**src/hw/rtl/mtdl_pkg.sv**
```systemverilog
// Shared types and constants for the multi-tap delay line.
// No dependencies.
`default_nettype none
package mtdl_pkg;

  localparam int NUM_TAPS  = 4;
  localparam int CFG_IDX_W = 2;

  typedef enum logic [1:0] {
    SRC_MEM  = 2'd0,
    SRC_CUR  = 2'd1,
    SRC_ZERO = 2'd2
  } tap_src_t;

endpackage
`default_nettype wire

```
**src/hw/rtl/mtdl_cfg.sv**
```systemverilog
// Tap delay registers with saturating writes.
// Depends on mtdl_pkg.
`default_nettype none
module mtdl_cfg
  import mtdl_pkg::*;
#(
  parameter int MAX_DELAY = 1023,
  parameter int DW        = 10
) (
  input  wire logic                          clk,
  input  wire logic                          rst_n,
  input  wire logic                          wr_en,
  input  wire logic [CFG_IDX_W-1:0]          wr_idx,
  input  wire logic [DW-1:0]                 wr_data,
  output logic      [NUM_TAPS-1:0][DW-1:0]   delay
);

  logic [NUM_TAPS-1:0][DW-1:0] delay_r;
  logic [NUM_TAPS-1:0][DW-1:0] delay_nxt;
  logic [DW-1:0]               sat_val;

  assign sat_val = (wr_data > DW'(MAX_DELAY)) ? DW'(MAX_DELAY) : wr_data;

  always_comb begin
    delay_nxt = delay_r;
    for (int k = 0; k < NUM_TAPS; k++) begin
      if (wr_en && (wr_idx == CFG_IDX_W'(k))) begin
        delay_nxt[k] = sat_val;
      end
    end
  end

  always_ff @(posedge clk) begin
    if (!rst_n) begin
      delay_r <= '0;
    end else begin
      delay_r <= delay_nxt;
    end
  end

  assign delay = delay_r;

endmodule
`default_nettype wire

```
**config.mk**
```make
export PLATFORM = sky130hd
export DESIGN_NAME = mtdl_cfg
export DESIGN_NICKNAME = d
export VERILOG_FILES = /design/src/hw/rtl/mtdl_pkg.sv /design/src/hw/rtl/mtdl_cfg.sv
export SDC_FILE = /design/constraint.sdc
export NUM_CORES = 1
export LEC_CHECK = 0
export ABC_CLOCK_PERIOD_IN_PS = 800
export BUFFER_PORTS_ARGS = -buffer_cell sky130_fd_sc_hd__buf_2
export CAP_MARGIN = 10
export CORE_MARGIN = 3
export CORE_UTILIZATION = 43
export DETAILED_ROUTE_END_ITERATION = 6
export PLACE_DENSITY = 0.83
export SYNTH_ARGS = -nofsm -noshare
export SYNTH_HDL_FRONTEND = slang
export SYNTH_SLANG_ARGS = --single-unit
```
**constraint.sdc**
```tcl
create_clock -name clk -period 0.8 [get_ports clk]
set_input_delay 0.08 -clock clk [delete_from_list [all_inputs] [get_ports clk]]
set_output_delay 0.08 -clock clk [all_outputs]
set_load 0.1 [all_outputs]
```
==> results.md <==
* Outcome: complete, but fails checks
* IO buf count at 54
* Largest cells by area after synthesis: sky130_fd_sc_hd__dfxtp_1 (54%), sky130_fd_sc_hd__mux2i_1 (27%), sky130_fd_sc_hd__nand2_1 (13%), sky130_fd_sc_hd__buf_2 (1.4%), sky130_fd_sc_hd__clkbuf_1 (1.3%)
* Cell chosen for the clock root: sky130_fd_sc_hd__clkbuf_4
* Worst Max-Slew Pin Slew at approximately 0.33 ns
* Die Area at just over 4000 um^2
* Setup Viol. Count Final at 40
* Top Ports at 55
* Area growth from synthesis to layout at 85.2%
* Antenna-violating nets left at 0
* Crit path max-delay family: flip-flops
* Unrepaired setup endpoints after global routing: true
* Required time at the worst-slack endpoint at 0.72 ns
* Total nets after synthesis at between 150 and 200
* Antenna violations before repair at 0
* Top library cells by usage in the layout, fill and taps aside: sky130_fd_sc_hd__nand2_1 (49), sky130_fd_sc_hd__buf_12 (44), sky130_fd_sc_hd__dfxtp_4 (40)
* Maximum count of clock buffers along a single path at 2
* Highest Clock Rate at 1.02 GHz
* Worst Setup Start Kind: flop
* Count of filler cells inserted in the layout at between 100 and 150
* Sort of element at the end of the critical path: output port
* DP Wirelength at 3130 um
* Worst path arrival time at about 0.90 ns
* Hold Crit Depth at 3
* Critical path cell sequence: buf_12
* FF+latch count, synth at 40
* DRC violation total after the first TritonRoute iteration at between 50 and 60
* Largest voltage drop on the vdd net at 1260 uV
* Share of post-route cells with drive strength above 1 at between 50% and 60%
* Largest stage delay on the critical path at between 0.3 and 0.4 ns
* Wire length of the first global-routing pass at slightly below 7000 um
* Die boundary height at between 60 and 70 um
* Number of flip-flops in the largest register at 40
* Sequential element share of the synthesized area at a little over half
* Post-synthesis cell area at roughly 1500 um^2
* Top-area cell type share of the netlist area at 54.5%
* # clock sinks at 40
* Synth unique cells at 9
* Total count of max-transition violations in the final report at 0
* Remaining routing DRC violations at 0
* Count of cells along the worst register-to-register path at 3
* Setup ws final at -0.183 ns
* Violated checks: setup timing
* Min-delay worst type: primary input to flop
* Total number of H-tree levels at 2
* Most common cell after layout, fill and taps aside: sky130_fd_sc_hd__nand2_1
* Effective utilization at floorplan at 46.6%
* Pleak at ~0.0012 uW
* Final routed wire length divided by cell count at between 15 and 20 um
* Overall power of the completed layout at around 4100 uW
* Net count, final at between 200 and 250
* Placed cell count at roughly 240
* Critical path class: flop to output port
* Via count of the first global-routing pass at between 1,000 and 1,500
* Gate Count Post-Synth at between 100 and 150
* Gr usage total at 21.8%
* Largest driver fanout on the critical path at 2
* Final Wtd Congestion at about 0.80
* Crit path buf inv count at 1
* Top cell type by total area after synthesis: sky130_fd_sc_hd__dfxtp_1
* Count of warnings emitted by yosys at 0
* Ant diodes at 0
* Worst setup slack after placement at -0.249 ns
* Count of standard-cell rows at 20
* Core Box Area at roughly 3200 um^2
* Count of TritonRoute iterations in the first routing pass at 4
* Time the worst path needs with I/O delays and setup at approximately 0.98 ns
* Critical-path cell with the highest stage delay: sky130_fd_sc_hd__dfxtp_4
* Clock-pin transition on the worst setup and hold timing paths at 0.11 ns
* Vias per Instance at around 5
* Sum of negative setup slack at -6.58 ns
* TritonCTS clock tree: built
* Final non-filler cell total at about 260
* Maximum number of pins on one net before global-route repair at 27
* Total CTS buffers at 5
* Total wirelength of the detailed-routed design at roughly 4200 um
* Global-route congestion overflow total at 0
* Total stage count of the critical path at 1
* Worst slew slack as a fraction of its limit at between 70 and 80%
* Synthesized area per cell at 10.2 um^2
* Power density of the placed cells at ~1500 nW/um^2
* Number of hold-slack violations in the final timing report at 0
* Max Cap Viol at 0
* Number of buffers added to fix hold violations after cts at 0
* Post-route fraction of the period consumed by the critical path at 123%
* Die Width at about 64 um
* Setup clock skew after layout at 0 ns
* Clock latency on the worst-skew pair at 0.34 ns
* Via count at around 1,300
Yosys cell counts:
cell                        n
sky130_fd_sc_hd__dfxtp_1   40
sky130_fd_sc_hd__nand2_1   50
sky130_fd_sc_hd__and3_2     1
sky130_fd_sc_hd__mux2i_1   40
sky130_fd_sc_hd__buf_2      4
sky130_fd_sc_hd__nand3b_1   2
sky130_fd_sc_hd__buf_6      1
sky130_fd_sc_hd__clkbuf_1   5
sky130_fd_sc_hd__or3b_1     1
power by group:
part	internal [uW]	total, uW	switching [uW]
sequential	1980	2060	78.6
clock	343	965	621
combinational	416	1120	706
total	2740	4140	1410
area by class of cell:
| type | count | area [um^2] | share of cell area, % |
|---|---|---|---|
| Timing Repair Buffer | 70 | 1040 | 38.2 |
| Sequential cell | 40 | 951 | 34.9 |
| Multi-Input combinational cell | 94 | 626 | 23.0 |
| Tap cell | 44 | 55.1 | 2.02 |
| Clock buffer | 7 | 45.0 | 1.65 |
| Clock inverter | 1 | 5.00 | 0.184 |
path summary, 6_finish.rpt:
check | to | from | slack [ns]
hold reg to reg | delay[32] | delay[32] | 0.50
hold / removal | delay[20] | wr_data[0] | 0.06
setup / recovery | delay[10] | delay[10] | -0.18
setup reg to reg | delay[10] | delay[10] | 0.03
metrics by stage:
stage          hold slack (ns)  util (%)  cell area, um^2
2_1_floorplan            0.273         -             1620
3_3_place_gp             0.404      81.9             2580
3_5_place_dp             0.424      81.9             2580
4_1_cts                 0.0535      85.1             2680
5_1_grt                 0.0691      86.3             2720
6_report                0.0588      86.3             2720
cells by family after synthesis:
logic type,Yosys count,synth area share [%]
AND/OR/NAND/NOR,54,14.9
flip-flops,40,54.5
buffers and inverters,10,3.40
multiplexers,40,27.2
timing repair:
item                                    CTS  global route
endpoints found under the setup margin   40            42
resized for setup                         0             3
setup buffers                             7             4
metal layers:
layer  up-vias  wire [um]  track usage, %
li1        612          -               -
met1       618       1720            24.4
met2        32       2210            38.7
met3         8        157            5.72
met4         0         82            9.50
met5         -          0               0
Power figures use the tool's default switching activity.
